===== config.mk =====
export PLATFORM = sky130hd
export DESIGN_NAME = calendar_time_difference_core
export DESIGN_NICKNAME = d
export VERILOG_FILES = /design/src/rtl/core/ctd_pkg.sv /design/src/rtl/core/calendar_time_difference_core.sv
export SDC_FILE = /design/constraint.sdc
export NUM_CORES = 2
export LEC_CHECK = 0
export BUFFER_PORTS_ARGS = -buffer_cell sky130_fd_sc_hd__buf_2
export CORE_MARGIN = 8
export CORE_UTILIZATION = 60
export CTS_CLUSTER_SIZE = 24
export DETAILED_ROUTE_END_ITERATION = 16
export PLACE_DENSITY = 0.86
export RECOVER_POWER = 25
export SLEW_MARGIN = 20
export SYNTH_ARGS = -nofsm -noshare
export SYNTH_HDL_FRONTEND = slang
export SYNTH_SLANG_ARGS = --single-unit

===== constraint.sdc =====
create_clock -name clk_i -period 10.5 [get_ports clk_i]
set_clock_uncertainty 0.1 [all_clocks]
set_input_delay 3.15 -clock clk_i [delete_from_list [all_inputs] [get_ports clk_i]]
set_output_delay 3.15 -clock clk_i [all_outputs]
set_load 0.02 [all_outputs]

===== src/rtl/core/ctd_pkg.sv =====
// Types, constants and calendar tables of the calendar time difference block.
`timescale 1ns / 1ps

package ctd_pkg;

  // Result unit codes held in the unit register; code 3 behaves as seconds.
  typedef enum logic [1:0] {
    UNIT_DAYS    = 2'd0,
    UNIT_MINUTES = 2'd1,
    UNIT_SECONDS = 2'd2
  } unit_mode_e;

  localparam logic [1:0]  UNIT_MODE_RESET = 2'd2;
  localparam logic        REG_UNIT_MODE   = 1'b0;

  // Year bias keeps the March-based year positive; reciprocal of 100 for year division.
  localparam logic [14:0] YEAR_BIAS     = 15'd400;
  localparam logic [12:0] RECIP_100     = 13'd5243;
  localparam int unsigned RECIP_SHIFT   = 19;
  localparam logic [23:0] DAYS_PER_YEAR = 24'd365;

  localparam logic signed [18:0] SEC_PER_MIN  = 19'sd60;
  localparam logic signed [18:0] SEC_PER_HOUR = 19'sd3600;
  localparam logic signed [18:0] MIN_PER_HOUR = 19'sd60;
  localparam logic [5:0]         ROUND_SECOND = 6'd30;

  localparam logic signed [17:0] SCALE_DAY = 18'sd1;
  localparam logic signed [17:0] SCALE_MIN = 18'sd1440;
  localparam logic signed [17:0] SCALE_SEC = 18'sd86400;

  // One date after the first pass: March-based year, its hundreds, day of year, validity.
  typedef struct packed {
    logic [14:0] yy;
    logic [8:0]  q100;
    logic [8:0]  doy;
    logic        ok;
  } date_prep_t;

  // Days from 1 March to the first of the given month.
  function automatic logic [8:0] month_offset(input logic [3:0] m);
    logic [8:0] r;
    case (m)
      4'd3:    r = 9'd0;
      4'd4:    r = 9'd31;
      4'd5:    r = 9'd61;
      4'd6:    r = 9'd92;
      4'd7:    r = 9'd122;
      4'd8:    r = 9'd153;
      4'd9:    r = 9'd184;
      4'd10:   r = 9'd214;
      4'd11:   r = 9'd245;
      4'd12:   r = 9'd275;
      4'd1:    r = 9'd306;
      4'd2:    r = 9'd337;
      default: r = 9'd0;
    endcase
    return r;
  endfunction

  function automatic logic [4:0] month_length(input logic [3:0] m, input logic leap);
    logic [4:0] r;
    case (m)
      4'd2:                     r = leap ? 5'd29 : 5'd28;
      4'd4, 4'd6, 4'd9, 4'd11:  r = 5'd30;
      4'd1, 4'd3, 4'd5, 4'd7,
      4'd8, 4'd10, 4'd12:       r = 5'd31;
      default:                  r = 5'd0;
    endcase
    return r;
  endfunction

endpackage


===== src/rtl/core/calendar_time_difference_core.sv =====
// Top level of the calendar time difference block: five-register datapath and APB register.
`timescale 1ns / 1ps

// Calendar time difference core. Each accepted word carries two Gregorian timestamps and
// produces exactly one result word: the signed difference, second timestamp minus first,
// in days, in minutes (each minute raised by one when its seconds are 30 or more) or in
// seconds, as chosen by the unit register at byte address 0 (reset value: seconds; code 3
// also gives seconds). If either date does not exist (month 0 or above 12, day 0, or a day
// past the end of its month) invalid_o is raised and the difference is zero. Out-of-range
// time fields are not checked and enter the arithmetic at face value. busy is never
// raised, so a new word is taken on every clock cycle and the throughput is one word per
// cycle. The result appears on done_o once the word has passed an input register, a date
// preparation register (year hundreds, validity and day of year), a day number register,
// a day difference register and the result register, with no more than two constant
// multiplications in series between two of them. The receiver cannot stall the block:
// each result is shown for a single cycle and must be taken then. The unit register may
// only be written while no word is in flight.
module calendar_time_difference_core (
  input  logic                clk_i,
  input  logic                rst_ni,
  // Command channel
  input  logic                start,
  output logic                busy,
  input  logic [5:0]          first_second_i,
  input  logic [5:0]          first_minute_i,
  input  logic [4:0]          first_hour_i,
  input  logic [4:0]          first_day_i,
  input  logic [3:0]          first_month_i,
  input  logic [13:0]         first_year_i,
  input  logic [5:0]          second_second_i,
  input  logic [5:0]          second_minute_i,
  input  logic [4:0]          second_hour_i,
  input  logic [4:0]          second_day_i,
  input  logic [3:0]          second_month_i,
  input  logic [13:0]         second_year_i,
  // Result channel
  output logic                done_o,
  output logic signed [39:0]  difference_o,
  output logic                invalid_o,
  // Configuration port
  input  logic                psel,
  input  logic                penable,
  input  logic                pwrite,
  input  logic [2:0]          paddr,
  input  logic [31:0]         pwdata,
  output logic [31:0]         prdata,
  output logic                pready
);
  import ctd_pkg::*;

  // The datapath takes a word on every cycle.
  assign busy = 1'b0;

  // ---------------------------------------------------------------------------------------
  // Configuration register. Only the word address bit is decoded; the low address bits
  // select bytes and are ignored.
  // ---------------------------------------------------------------------------------------
  logic [1:0] unit_mode_q, unit_mode_d;
  logic       reg_write;

  assign pready    = 1'b1;
  assign reg_write = psel && penable && pwrite && pready;

  always_comb begin
    unit_mode_d = unit_mode_q;
    if (reg_write && (paddr[2] == REG_UNIT_MODE)) begin
      unit_mode_d = pwdata[1:0];
    end
  end

  always_ff @(posedge clk_i or negedge rst_ni) begin
    if (!rst_ni) begin
      unit_mode_q <= UNIT_MODE_RESET;
    end else begin
      unit_mode_q <= unit_mode_d;
    end
  end

  assign prdata = (paddr[2] == REG_UNIT_MODE) ? {30'd0, unit_mode_q} : 32'd0;

  // ---------------------------------------------------------------------------------------
  // Date preparation. The year is taken from March, so that the leap day falls at the end
  // of the year; division of the year by 100 is a multiplication by a scaled reciprocal,
  // which is exact over the whole 15-bit range.
  // ---------------------------------------------------------------------------------------
  function automatic date_prep_t prep_date(input logic [4:0] d, input logic [3:0] m,
                                           input logic [13:0] y);
    logic        before_march;
    logic [27:0] yy_prod;
    logic [26:0] y_prod;
    logic [7:0]  y_q;
    logic [13:0] y_rem;
    logic        leap;
    date_prep_t  r;
    before_march = (m == 4'd1) || (m == 4'd2);
    r.yy         = {1'b0, y} + YEAR_BIAS - {14'd0, before_march};
    yy_prod      = {13'd0, r.yy} * {15'd0, RECIP_100};
    r.q100       = yy_prod[RECIP_SHIFT +: 9];
    y_prod       = {13'd0, y} * {14'd0, RECIP_100};
    y_q          = y_prod[RECIP_SHIFT +: 8];
    y_rem        = y - 14'({6'd0, y_q} * 14'd100);
    leap         = (y[1:0] == 2'd0) && ((y_rem != 14'd0) || (y_q[1:0] == 2'd0));
    r.ok         = (m >= 4'd1) && (m <= 4'd12) && (d != 5'd0) && (d <= month_length(m, leap));
    r.doy        = month_offset(m) + {4'd0, d} - 9'd1;
    return r;
  endfunction

  // ---------------------------------------------------------------------------------------
  // Stage 0: input register.
  // ---------------------------------------------------------------------------------------
  logic        v0_q;
  logic [5:0]  s1_q, n1_q, s2_q, n2_q;
  logic [4:0]  h1_q, d1_q, h2_q, d2_q;
  logic [3:0]  m1_q, m2_q;
  logic [13:0] y1_q, y2_q;

  always_ff @(posedge clk_i) begin
    if (start && !busy) begin
      s1_q <= first_second_i;
      n1_q <= first_minute_i;
      h1_q <= first_hour_i;
      d1_q <= first_day_i;
      m1_q <= first_month_i;
      y1_q <= first_year_i;
      s2_q <= second_second_i;
      n2_q <= second_minute_i;
      h2_q <= second_hour_i;
      d2_q <= second_day_i;
      m2_q <= second_month_i;
      y2_q <= second_year_i;
    end
  end

  // ---------------------------------------------------------------------------------------
  // Stage 1: both dates prepared; the time fields travel on unchanged.
  // ---------------------------------------------------------------------------------------
  logic        v1_q;
  date_prep_t  p1_q, p2_q, p1_d, p2_d;
  logic [5:0]  ts1_q, tn1_q, ts2_q, tn2_q;
  logic [4:0]  th1_q, th2_q;

  assign p1_d = prep_date(d1_q, m1_q, y1_q);
  assign p2_d = prep_date(d2_q, m2_q, y2_q);

  always_ff @(posedge clk_i) begin
    p1_q  <= p1_d;
    p2_q  <= p2_d;
    ts1_q <= s1_q;
    tn1_q <= n1_q;
    th1_q <= h1_q;
    ts2_q <= s2_q;
    tn2_q <= n2_q;
    th2_q <= h2_q;
  end

  // ---------------------------------------------------------------------------------------
  // Stage 2: day numbers of both dates, and the time-of-day part of the result in the
  // selected unit.
  // ---------------------------------------------------------------------------------------
  logic        v2_q;
  logic [23:0] dn1_q, dn2_q, dn1_d, dn2_d;
  logic        ok2_q;
  logic signed [18:0] time2_q, time2_d;
  logic signed [7:0]  sec_delta, min_delta, rmin_delta;
  logic signed [6:0]  hour_delta;
  logic [6:0]         rmin1, rmin2;

  assign dn1_d = {9'd0, p1_q.yy} * DAYS_PER_YEAR + {11'd0, p1_q.yy[14:2]}
               - {15'd0, p1_q.q100} + {17'd0, p1_q.q100[8:2]} + {15'd0, p1_q.doy};
  assign dn2_d = {9'd0, p2_q.yy} * DAYS_PER_YEAR + {11'd0, p2_q.yy[14:2]}
               - {15'd0, p2_q.q100} + {17'd0, p2_q.q100[8:2]} + {15'd0, p2_q.doy};

  // Minutes are rounded up from half a minute of seconds.
  assign rmin1 = {1'b0, tn1_q} + {6'd0, (ts1_q >= ROUND_SECOND)};
  assign rmin2 = {1'b0, tn2_q} + {6'd0, (ts2_q >= ROUND_SECOND)};

  assign sec_delta  = $signed({2'b00, ts2_q}) - $signed({2'b00, ts1_q});
  assign min_delta  = $signed({2'b00, tn2_q}) - $signed({2'b00, tn1_q});
  assign rmin_delta = $signed({1'b0, rmin2}) - $signed({1'b0, rmin1});
  assign hour_delta = $signed({2'b00, th2_q}) - $signed({2'b00, th1_q});

  always_comb begin
    case (unit_mode_q)
      UNIT_DAYS: begin
        time2_d = 19'sd0;
      end
      UNIT_MINUTES: begin
        time2_d = 19'(rmin_delta) + 19'(hour_delta) * MIN_PER_HOUR;
      end
      default: begin
        time2_d = 19'(sec_delta) + 19'(min_delta) * SEC_PER_MIN
                + 19'(hour_delta) * SEC_PER_HOUR;
      end
    endcase
  end

  always_ff @(posedge clk_i) begin
    dn1_q   <= dn1_d;
    dn2_q   <= dn2_d;
    ok2_q   <= p1_q.ok && p2_q.ok;
    time2_q <= time2_d;
  end

  // ---------------------------------------------------------------------------------------
  // Stage 3: difference of the day numbers.
  // ---------------------------------------------------------------------------------------
  logic               v3_q;
  logic signed [23:0] days_q;
  logic               ok3_q;
  logic signed [18:0] time3_q;

  always_ff @(posedge clk_i) begin
    days_q  <= $signed(dn2_q - dn1_q);
    ok3_q   <= ok2_q;
    time3_q <= time2_q;
  end

  // ---------------------------------------------------------------------------------------
  // Stage 4: days scaled to the selected unit, time part added, result registered.
  // ---------------------------------------------------------------------------------------
  logic signed [17:0] scale;
  logic signed [41:0] scaled_days, total;
  logic signed [39:0] difference_d;

  always_comb begin
    case (unit_mode_q)
      UNIT_DAYS:    scale = SCALE_DAY;
      UNIT_MINUTES: scale = SCALE_MIN;
      default:      scale = SCALE_SEC;
    endcase
  end

  assign scaled_days  = days_q * scale;
  assign total        = scaled_days + 42'(time3_q);
  assign difference_d = ok3_q ? total[39:0] : 40'sd0;

  logic done_q;
  logic signed [39:0] difference_q;
  logic invalid_q;

  always_ff @(posedge clk_i) begin
    difference_q <= difference_d;
    invalid_q    <= !ok3_q;
  end

  // Word-valid flags along the datapath.
  always_ff @(posedge clk_i or negedge rst_ni) begin
    if (!rst_ni) begin
      v0_q   <= 1'b0;
      v1_q   <= 1'b0;
      v2_q   <= 1'b0;
      v3_q   <= 1'b0;
      done_q <= 1'b0;
    end else begin
      v0_q   <= start && !busy;
      v1_q   <= v0_q;
      v2_q   <= v1_q;
      v3_q   <= v2_q;
      done_q <= v3_q;
    end
  end

  assign done_o       = done_q;
  assign difference_o = difference_q;
  assign invalid_o    = done_q && invalid_q;

endmodule


==> run_results.csv <==
group,metric,value,unit
clock_network,cts_tree,"done",
synthesis,synth_warnings,0,
floorplan,core,0.0833,mm^2
timing,fmax,99.5,MHz
timing,setup_ws,455,ps
timing,max_slew_margin,-0.265,
global_routing,grt_antenna_before_repair,2,
synthesis,ys_top_cells_by_area,"fa_1 27%, ha_1 26%, dfxtp_1 11%",
hold_path,hold_path_class,"flip-flop to flip-flop",
clock_network,clockRootBuffer,"clkbuf_16",
floorplan,die-width,306,um
clock_network,ctsHoldBuffers,0,
timing,setup_viol,0,
setup_path,critPathKind,"flip-flop to flip-flop",
synthesis,synth-adder-area-share,0.537,
global_routing,first_global_vias,37600,
setup_path,path_buf_inv,7,
setup_path,required,10890,ps
timing,min_period_over_period,0.957,
synthesis,synth_ff_type,"dfxtp_1",
outcome,violations,"capacitance limit, slew limit",
job,max_cap_violations,2,
setup_path,slowest_delay,610,ps
drt,drt_iter0_markers,1540,
synthesis,syn-cell-area,0.0503,mm^2
setup_path,cp_slowest_cell,"fa_1",
clock_network,clock_path_buffers,3,
placed_design,dp_slack,283,ps
setup_path,arrival,10440,ps
synthesis,synth_compound_area_frac,0.0795,
setup_path,critPathCaptureType,"flip-flop",
global_routing,grt_max_degree,48,
floorplan,rows,106,
synthesis,yosysTopAreaCell,"fa_1",
drt,wire_per_inst,16.5,um
clock_network,insertion_delay,610,ps
setup_path,crit_family,"adder cells",
floorplan,ios,197,
timing,period_needed,10050,ps
setup_path,cp_max_fo,8,
synthesis,ys_ff_latch,360,
placed_design,io_buffer_count,132,
synthesis,synth_top_cell_area_share,0.275,
synthesis,yosys.cell_count.top_type,"inv_1",
synthesis,synth.area.mux_share,0.00510,
drt,dr_total_vias,33900,
synthesis,seq_area_frac_synth,0.160,
outcome,status,"finished with violations",
synthesis,yosys.area_share.simple,0.0628,
synthesis,synth_common_cells,"1396 x inv_1, 1057 x ha_1, 690 x fa_1",
synthesis,synth_xor_area_frac,0.0438,
drt,via_per_inst,5.33,
cells_and_area,nets,7123,
clock_network,numCtsBuffers,43,
synthesis,synth_enable_flop_cells,80,
global_routing,overflow,0,
synthesis,yosys.cell_types.count,85,
placed_design,gp_congestion,0.912,
synthesis,synth.avg_cell_area,9.93,um^2
drt,drc,0,
global_routing,grt_use_total,0.228,
drt,ant_nets,0,
cells_and_area,area_growth,7.29,%
cells_and_area,diodes,0,
drt,wl,105,mm
timing,worst_pin_slew,1900,ps
floorplan,die_area,0.0934,mm^2
synthesis,ys_async_sr_fraction,0.0194,
synthesis,synth_top_family_by_area,"adder cells",
clock_network,clock_sinks,360,
global_routing,grt_first_pass_wirelength,177,mm
floorplan,start_util,0.604,
floorplan,die_y,306,um
synthesis,syn_inst,5068,
clock_network,h-tree-depth,2,
clock_network,cts.clk_slew.worst_paths,60,ps
timing,maxSlewViolCount,93,
cells_and_area,drive_gt1_frac,0.0556,
drt,dr.pass1.iters,5,
setup_path,cp-start-kind,"flip-flop",
timing,hold_viol,0,
placed_design,dp_hpwl,88.4,mm
cell usage in the layout (no fill, tap or decap), types with 73 or more instances in the layout:
master and n:
edfxtp_1 80, nand2_1 144, buf_2 130, ha_1 1057
a21o_1 73, inv_1 1396, a21oi_1 169, o21ai_0 76
nor2_1 129, dfxtp_1 273, fa_1 690, xnor2_1 179
per-stage QoR:
step / utilization / std cells / setup TNS (ps) / hold WS [ps] / instance area, um^2
3_3_place_gp: 0.628 / 6272 / 0 / 211 / 52300
4_1_cts: 0.646 / 6352 / 0 / 226 / 53800
3_5_place_dp: 0.628 / 6272 / 0 / 212 / 52300
6_report: 0.648 / 6370 / 0 / 226 / 54000
5_1_grt: 0.648 / 6370 / -2.98 / 229 / 54000
2_1_floorplan: - / 5098 / 0 / 210 / 50400
final cells by class:
cell class	instances	area (um^2)
Clock inverter	28	362
Timing Repair Buffer	176	985
Fill cell	6135	29300
Tap cell	1080	1350
Sequential cell	360	8040
Multi-Input combinational cell	3277	36800
Clock buffer	52	1190
Inverter	1397	5240
path summary, 6_finish.rpt:
path                             startpoint  slack (ps)             end  cells past startpoint
worst min-delay path            time2_q[16]         230     time3_q[16]                      0
max in group asynchronous            rst_ni        7660  unit_mode_q[1]                      1
min in group asynchronous            rst_ni        2330          done_o                      1
worst max register to register      y1_q[5]         450         p1_q[0]                     42
worst max-delay path                y1_q[5]         450         p1_q[0]                     42
worst min register to register  time2_q[16]         230     time3_q[16]                      0
metal layers:
metal	routed length, um	global-route usage	up-vias
met3	4100	0.0286	255
li1	-	-	16300
met4	3630	0.0769	2
met2	54400	0.428	710
met5	12	0	-
met1	43200	0.268	16700
sequential cells by signal, summed over array words and instances, names as in the netlist, 6 cells and up, named ones only:
register      count
dn2_q            24
tn1_q             6
n2_q              6
dn1_q            24
s2_q              6
s1_q              6
p2_q             34
time2_q          19
tn2_q             6
y1_q             14
difference_o     40
ts1_q             6
y2_q             14
p1_q             34
ts2_q             6
time3_q          19
days_q           24
n1_q              6
kinds of logic after synthesis:
kind of cell,Yosys count
muxes,25
buffers and inverters,1461
adders and majority gates,1747
AOI/OAI and AO/OA,592
xor gates and xnor gates,249
other,2
and+or+nand+nor,632
DFF,360
timing repair:
| item | in CTS | in global routing |
|---|---|---|
| resized for setup | 0 | 5 |
| setup endpoints to repair | 0 | 1 |
| setup buffers | 0 | 18 |
Power is left out: the tool's default activity adds up to more than one toggle a clock period on the data nets, which glitch-free logic cannot reach.
